## config.mk

```make
export PLATFORM = sky130hd
export DESIGN_NAME = key_matrix_debounce_deghost
export DESIGN_NICKNAME = d
export VERILOG_FILES = /design/src/kmdd_pkg.sv /design/src/key_matrix_debounce_deghost.sv
export VERILOG_INCLUDE_DIRS = /design/src /design/src/src
export SDC_FILE = /design/constraint.sdc
export NUM_CORES = 1
export LEC_CHECK = 0
export ABC_CLOCK_PERIOD_IN_PS = 2900
export CAP_MARGIN = 20
export CELL_PAD_IN_SITES_DETAIL_PLACEMENT = 0
export CELL_PAD_IN_SITES_GLOBAL_PLACEMENT = 1
export CORE_MARGIN = 2
export CORE_UTILIZATION = 48
export DETAILED_ROUTE_END_ITERATION = 8
export DONT_BUFFER_PORTS = 1
export PLACE_DENSITY = 0.74
export SYNTH_ARGS = -nofsm -noshare
export SYNTH_HDL_FRONTEND = slang
export SYNTH_SLANG_ARGS = --single-unit
```

## constraint.sdc

```tcl
create_clock -name clk -period 2.9 [get_ports clk]
set_input_delay 0.435 -clock clk [delete_from_list [all_inputs] [get_ports clk]]
set_output_delay 0.435 -clock clk [all_outputs]
set_load 0.01 [all_outputs]
```

## src/key_matrix_debounce_deghost_defines.svh

```systemverilog
// Assertion macros shared by the key matrix debounce RTL.
// Each macro expects a clock named clk and an active-low reset named arst_n in scope.
`ifndef KEY_MATRIX_DEBOUNCE_DEGHOST_DEFINES_SVH
`define KEY_MATRIX_DEBOUNCE_DEGHOST_DEFINES_SVH

// Checks a consequent in the same cycle as its antecedent.
`define KMDD_ASSERT_NOW(name, ante, cons, msg) \
	name: assert property (@(posedge clk) disable iff (!arst_n) (ante) |-> (cons)) \
		else $error(msg);

// Checks a consequent in the cycle after its antecedent.
`define KMDD_ASSERT_NEXT(name, ante, cons, msg) \
	name: assert property (@(posedge clk) disable iff (!arst_n) (ante) |=> (cons)) \
		else $error(msg);

`endif

```

## src/kmdd_pkg.sv

```systemverilog
// Package for the key matrix debounce and ghost detection block.
// Holds the default geometry, the stream field widths and the result item type.
package kmdd_pkg;

	localparam int ROWS_DEF    = 8;
	localparam int COLS_DEF    = 16;
	localparam int SAMPLES_DEF = 5;

	localparam int COL_W   = 4;
	localparam int PIN_W   = 8;
	localparam int TDATA_W = 16;

	typedef struct packed {
		logic             send_report;
		logic             ghost_block;
		logic             sweep_changed;
		logic             sweep_done;
		logic             column_changed;
		logic [PIN_W-1:0] pressed_rows;
		logic [COL_W-1:0] column_out;
	} kmdd_result_t;

endpackage

```

## src/key_matrix_debounce_deghost.sv

```systemverilog
// Top level of the key matrix debounce and ghost detection block.
// Depends on kmdd_pkg and on the assertion macros in key_matrix_debounce_deghost_defines.svh.
//
// The slave stream carries one scanned column per item: the column index and the raw
// active-low row pin levels. Every key of that column shifts its sample into a history
// and flips its debounced state when the history is uniform and disagrees with it.
// The master stream returns one result item per input item, in order: the column's
// pressed bits and change flag, with tlast marking the last column of the matrix.
// On that item the sweep change flag, the ghost verdict and the send flag are valid.
// An item accepted into the input register is debounced and written back as it enters
// stage two, and its ghost check over the whole pressed map is registered into the
// output as it leaves. One item is accepted in every cycle unless the output stalls;
// the rate is set by the single debounce pass per column. A stalled output holds its
// item while the two earlier stages still fill, so up to three items are in flight
// before tready falls. Reset clears all histories and pressed bits to released, clears
// the sweep flag and turns de-ghosting on. The configuration write sets de-ghosting;
// the user makes it only while the block is idle, which the block does not enforce.
`include "key_matrix_debounce_deghost_defines.svh"

module key_matrix_debounce_deghost #(
	parameter int ROWS    = kmdd_pkg::ROWS_DEF,
	parameter int COLS    = kmdd_pkg::COLS_DEF,
	parameter int SAMPLES = kmdd_pkg::SAMPLES_DEF
) (
	input  logic                        clk,
	input  logic                        arst_n,
	input  logic                        s_tvalid,
	output logic                        s_tready,
	// Fields from bit 0: column[3:0], row_pins[11:4], zero fill[15:12].
	input  logic [kmdd_pkg::TDATA_W-1:0] s_tdata,
	output logic                        m_tvalid,
	input  logic                        m_tready,
	// Fields from bit 0: column_out[3:0], pressed_rows[11:4], column_changed[12],
	// sweep_changed[13], ghost_block[14], send_report[15].
	output logic [kmdd_pkg::TDATA_W-1:0] m_tdata,
	output logic                        m_tlast,
	input  logic                        cfg_wr_en,
	input  logic                        cfg_wr_data
);
	import kmdd_pkg::*;

	localparam int PinRows  = (ROWS < PIN_W) ? ROWS : PIN_W;
	localparam int ScanCols = (COLS < (1 << COL_W)) ? COLS : (1 << COL_W);
	localparam int IdxW     = (ScanCols > 1) ? $clog2(ScanCols) : 1;

	typedef logic [PinRows-1:0][SAMPLES-1:0] hist_col_t;

	logic             s1_valid_q;
	logic [COL_W-1:0] col_s1;
	logic [PIN_W-1:0] pins_s1;
	logic             s2_valid_q;
	kmdd_result_t     res_s2;
	logic             out_valid_q;
	kmdd_result_t     out_q;

	hist_col_t                        hist_q [ScanCols];
	logic [ScanCols-1:0][PinRows-1:0] pressed_q;
	logic                             sweep_flag_q;
	logic                             deghost_q;

	logic out_adv, s2_free, s1_adv, in_fire;

	logic             in_range, is_last, col_changed;
	logic [IdxW-1:0]  idx;
	hist_col_t        hist_rd, hist_nx;
	logic [PinRows-1:0] press_rd, press_nx, flip;
	kmdd_result_t     s2_in;

	logic [ScanCols-1:0]         col_multi;
	logic [PinRows-1:0]          row_multi;
	logic [ScanCols*PinRows-1:0] hit;
	logic                        ghost, blk;
	kmdd_result_t                out_in;

	assign out_adv  = s2_valid_q && (!out_valid_q || m_tready);
	assign s2_free  = !s2_valid_q || out_adv;
	assign s1_adv   = s1_valid_q && s2_free;
	assign s_tready = !s1_valid_q || s1_adv;
	assign in_fire  = s_tvalid && s_tready;

	always_ff @(posedge clk or negedge arst_n) begin
		if (!arst_n) begin
			deghost_q <= 1'b1;
		end else if (cfg_wr_en) begin
			deghost_q <= cfg_wr_data;
		end
	end

	// Input register.
	always_ff @(posedge clk or negedge arst_n) begin
		if (!arst_n) begin
			s1_valid_q <= 1'b0;
		end else if (s_tready) begin
			s1_valid_q <= s_tvalid;
		end
	end

	always_ff @(posedge clk) begin
		if (in_fire) begin
			col_s1  <= s_tdata[COL_W-1:0];
			pins_s1 <= s_tdata[COL_W+PIN_W-1:COL_W];
		end
	end

	// Debounce of the scanned column.
	assign in_range = 32'(col_s1) < COLS;
	assign is_last  = in_range && (32'(col_s1) == COLS - 1);
	assign idx      = col_s1[IdxW-1:0];
	assign hist_rd  = hist_q[idx];
	assign press_rd = pressed_q[idx];

	for (genvar r = 0; r < PinRows; r++) begin : g_row
		logic               down;
		logic [SAMPLES-1:0] h;
		assign down = ~pins_s1[r];
		if (SAMPLES == 1) begin : g_one
			assign h = down;
		end else begin : g_many
			assign h = {hist_rd[r][SAMPLES-2:0], down};
		end
		assign hist_nx[r]  = h;
		assign flip[r]     = (h != {SAMPLES{press_rd[r]}}) && ((h == '0) || (h == '1));
		assign press_nx[r] = flip[r] ? (h == '1) : press_rd[r];
	end

	assign col_changed = in_range && (|flip);

	always_comb begin
		s2_in                = '0;
		s2_in.column_out     = col_s1;
		s2_in.pressed_rows   = in_range ? PIN_W'(press_nx) : '0;
		s2_in.column_changed = col_changed;
		s2_in.sweep_done     = is_last;
		s2_in.sweep_changed  = is_last && (sweep_flag_q || col_changed);
	end

	always_ff @(posedge clk or negedge arst_n) begin
		if (!arst_n) begin
			for (int c = 0; c < ScanCols; c++) begin
				hist_q[c] <= '0;
			end
			pressed_q    <= '0;
			sweep_flag_q <= 1'b0;
		end else if (s1_adv && in_range) begin
			hist_q[idx]    <= hist_nx;
			pressed_q[idx] <= press_nx;
			if (is_last) begin
				sweep_flag_q <= 1'b0;
			end else if (col_changed) begin
				sweep_flag_q <= 1'b1;
			end
		end
	end

	always_ff @(posedge clk or negedge arst_n) begin
		if (!arst_n) begin
			s2_valid_q <= 1'b0;
		end else if (s2_free) begin
			s2_valid_q <= s1_valid_q;
		end
	end

	always_ff @(posedge clk) begin
		if (s1_adv) begin
			res_s2 <= s2_in;
		end
	end

	// Ghost check over the pressed map, which holds the state after the item in stage two.
	for (genvar c = 0; c < ScanCols; c++) begin : g_colm
		assign col_multi[c] = |(pressed_q[c] & (pressed_q[c] - PinRows'(1)));
	end

	for (genvar r = 0; r < PinRows; r++) begin : g_rowm
		logic [ScanCols-1:0] rv;
		for (genvar c = 0; c < ScanCols; c++) begin : g_bit
			assign rv[c]                 = pressed_q[c][r];
			assign hit[c*PinRows + r]    = pressed_q[c][r] && col_multi[c] && row_multi[r];
		end
		assign row_multi[r] = |(rv & (rv - ScanCols'(1)));
	end

	assign ghost = deghost_q && (|hit);
	assign blk   = res_s2.sweep_done && ghost;

	always_comb begin
		out_in             = res_s2;
		out_in.ghost_block = blk;
		out_in.send_report = res_s2.sweep_done && res_s2.sweep_changed && !blk;
	end

	always_ff @(posedge clk or negedge arst_n) begin
		if (!arst_n) begin
			out_valid_q <= 1'b0;
		end else if (!out_valid_q || m_tready) begin
			out_valid_q <= s2_valid_q;
		end
	end

	always_ff @(posedge clk) begin
		if (out_adv) begin
			out_q <= out_in;
		end
	end

	assign m_tvalid = out_valid_q;
	assign m_tlast  = out_q.sweep_done;
	assign m_tdata  = {out_q.send_report, out_q.ghost_block, out_q.sweep_changed,
		out_q.column_changed, out_q.pressed_rows, out_q.column_out};

	`KMDD_ASSERT_NOW(a_mid_sweep_quiet, m_tvalid && !out_q.sweep_done, !out_q.sweep_changed && !out_q.ghost_block && !out_q.send_report, "Sweep fields set on a column that is not the last.")
	`KMDD_ASSERT_NOW(a_send_consistent, m_tvalid && out_q.send_report, out_q.sweep_changed && !out_q.ghost_block, "Report sent without a change or while blocked.")
	`KMDD_ASSERT_NOW(a_ghost_needs_enable, m_tvalid && out_q.ghost_block, deghost_q, "Ghost block reported with de-ghosting off.")
	`KMDD_ASSERT_NEXT(a_sweep_flag_cleared, s1_adv && is_last, !sweep_flag_q, "Sweep change flag not cleared after the last column.")
	`KMDD_ASSERT_NEXT(a_map_held_in_stall, s2_valid_q && !out_adv, $stable(pressed_q), "Pressed map changed while the ghost stage was stalled.")

endmodule

```

==> reports/results.tsv <==
metric	value	unit
total_power	0.02616	W
cp-start-kind	flop	
async_reset_ff_frac	0.9361	
grt_pass1_wl	173700	um
num_vias	25780	
finalWirelength	115800	um
grt_max_degree	646	
avgRoutedWirePerCell	28.47	um
synth_area	0.03391	mm2
yosys.cell_types.count	81	
dp_cells	3868	
core-area	0.07003	mm2
hpwl	76060	um
synth_top_area_share	0.4752	
critPathSlowestCell	or4_4	
leakage	19.51	nW
ant_nets	0	
crit_path_max_incr_delay	0.61	ns
maxSlewViolCount	498	
final_nets	3098	
gp_congestion	1.026	
failed_checks	negative hold slack, max-slew violations, negative setup slack	
grt_pass1_vias	26630	
path_clk_slew	0.06	ns
io_pins	41	
synth-edff-count	44	
n_antenna_cell	0	
grtUsageTotal	0.3192	
dr.pass1.iters	8	
whs	-0.4892	ns
clkLatencyLatePin	0.64	ns
port_buffers	0	
worstPathArrival	3.67	ns
fp-row-count	97	
vias_per_cell	6.337	
maxCapViolCount	0	
hold_class	input pin to asynchronous set/reset pin	
max_freq	0.3133	GHz
cts_sinks	689	
ys_ff_latch	689	
top_layer	met4	
yosysSeqAreaShare	0.5150	
fin_ws	-0.2916	ns
critPathMaxFanout	12	
rsz0062_at_grt	true	
post_dp_cell_area	0.03761	mm2
cts.root.buffer_cell	clkbuf_16	
synth_nets	2843	
netlist_instances	2821	
worst_pin_slew	2.784	ns
setup_violations	138	
drt_iter0_drc	2488	
cts_tree	yes	
die-width	269.8	um
yosys_warnings	0	
syn2layout_area_growth	23.64	%
wl_met3	7044	um
wl_met2	56140	um
ir_drop	0.0005197	V
start_util	0.4842	
max_slew_margin	-0.8560	
drcViolationCount	0	
yosys.area.top_type	dfrtp_1	
hold_viol_final	180	
crit_type	flop to flop	
drive_gt1_frac	0.4178	
die_h	269.8	um
fin_crit	3.192	ns
hold_buffers	16	
crit_required	3.38	ns
critPathCaptureType	flop	
antenna_found_initial	0	
cts.path.max_buffers	3	
syn_avg_cell_area	12.02	um2
fin_area	0.04193	mm2
status	complete, but fails checks	
die_area	0.07279	mm2
cp_cell_sequence	buf_6 > buf_12 > buf_16 > mux4_1 > a22oi_2 > nand2_2 > or4_4 > o22ai_4 > nor4_4 > and4_4 > a21boi_2	
htree_num_levels	3	
synthTopCellsByArea	dfrtp_1 48%, mux2_2 12%, mux4_2 10%, o21ai_0 4.3%, nand2_1 4.0%	
overflow	0	
met1Wirelength	46830	um
ys.flop_type	dfrtp_1	
power_density	624.0	mW/mm2
fin_worst_skew	0.03189	ns
period_share	1.101	
finalNonFillerCells	4068	
cts_buffers	76	
## cells in the final DEF (no fill, tap or decap), types with 10 or more instances in the layout
master,n
clkbuf_1,17
mux4_1,12
a211oi_1,18
buf_6,16
nor3_1,39
nand4_1,20
edfxtp_1,44
clkinv_2,10
buf_12,54
nand3_1,14
nand2_4,16
buf_4,369
a22o_1,11
a22oi_1,51
o31ai_1,20
o21ai_1,25
mux2_2,369
o211ai_1,11
or4_4,15
o21ai_2,51
dlygate4sd3_1,16
clkbuf_8,13
o21ai_0,240
mux4_2,156
inv_1,27
nand2_2,12
o22ai_1,11
o41ai_1,19
maj3_1,14
or4_1,18
nor2_1,58
nor4_1,18
dfrtp_1,642
clkbuf_16,86
a22oi_2,31
a21oi_1,25
or3_1,12
nand2_1,337
or2_2,10
## per-stage QoR
step	util	hold WS, ns	setup TNS (ns)	worst slack, ns
global route	0.5987	-0.5167	-28.22	-0.3646
CTS	0.5899	-0.5041	-13.28	-0.2302
floorplan	-	0.1394	-0.1715	-0.04216
global placement	0.5371	0.1628	-19.26	-0.5058
finish	0.5987	-0.4892	-16.85	-0.2916
detailed placement	0.5371	0.1675	-18.79	-0.4539
## Yosys cell counts (9+ instances only)
cell type,count
buf_2,13
mux4_1,13
maj3_1,14
a2111oi_0,9
a211oi_1,18
or4_1,30
nand2_1,358
nor2_1,60
o22ai_1,14
a21oi_1,27
a22oi_1,81
nand4_1,20
buf_6,9
or3_1,15
o31ai_1,23
a22o_1,11
edfxtp_1,44
clkbuf_1,249
nor4_1,27
mux2_2,369
buf_4,9
dfrtp_1,644
o21ai_1,26
o41ai_1,26
o21ai_0,289
a222oi_1,9
or2_2,10
o211ai_1,11
mux4_2,155
a221oi_1,10
buf_1,12
nor3_1,42
inv_1,30
nand3_1,14
## worst paths after layout
kind / start / cells past startpoint / slack, ns / to
setup reg to reg: col_s1[0]$_DFFE_PP_ / 11 / -0.29 / out_in[14]$_DFFE_PP_
setup / recovery: col_s1[0]$_DFFE_PP_ / 11 / -0.29 / out_in[14]$_DFFE_PP_
min in group clk: out_in[2]$_DFFE_PP_ / 0 / 0.42 / m_tdata[2]$_DFFE_PP_
hold / removal: arst_n / 0 / -0.49 / g_rowm[4].rv[1]$_DFFE_PN0P_
hold reg to reg: out_in[2]$_DFFE_PP_ / 0 / 0.42 / m_tdata[2]$_DFFE_PP_
max in group asynchronous: arst_n / 0 / 1.00 / g_rowm[1].rv[5]$_DFFE_PN0P_
## worst max-delay path, delay by kind of cell, from the launching register on
| kind | cells | cell delay (ns) |
|---|---|---|
| and+or+nand+nor | 4 | 0.97 |
| buffers and inverters | 3 | 0.50 |
| DFF | 1 | 0.40 |
| AOI/OAI and AO/OA | 3 | 0.51 |
| muxes | 1 | 0.60 |
## power by group
part | leakage, nW | internal, W | switching [W] | total, W
Sequential | 9.16 | 0.0113 | 0.000856 | 0.0122
Combinational | 9.14 | 0.00230 | 0.00198 | 0.00428
Clock | 1.22 | 0.00565 | 0.00406 | 0.00971
## registers in the layout (all words and copies together) (netlist names), 4 cells and up
signal     count
out_in        15
hist_q       512
col_s1         4
m_tdata       16
g_rowm.rv    128
pins_s1        8
## cells by family after synthesis
logic type / Yosys count / synth area share
AOI/OAI and AO/OA: 630 / 0.1193
adders and majority gates: 14 / 0.004132
buffers and inverters: 325 / 0.04073
DFF: 689 / 0.5150
muxes: 537 / 0.2356
and+or+nand+nor: 626 / 0.08527
## final cells by class
| type | count | area (um2) |
|---|---|---|
| clock buffers | 110 | 2245 |
| clock inverters | 20 | 229.0 |
| fillers | 5577 | 28100 |
| inverters | 30 | 115.1 |
| multi-input cells | 1807 | 16080 |
| flip-flops and latches | 689 | 17470 |
| well taps | 940 | 1176 |
| repair buffers | 472 | 4619 |
## timing repair
| action | 4_1_cts | 5_1_grt |
|---|---|---|
| setup buffers | 32 | 19 |
| gates cloned | 9 | 6 |
| setup endpoints to repair | 151 | 234 |
| pin swaps | 52 | 75 |
| hold endpoints to repair | 661 | 644 |
| resized for setup | 137 | 136 |
## routing by layer
metal,GRT usage,up-vias
li1,-,11080
met1,0.4204,13460
met2,0.5257,973
met3,0.03912,266
met4,0.1599,0
met5,0,-
No activity file was read; power rests on OpenSTA's default activity.
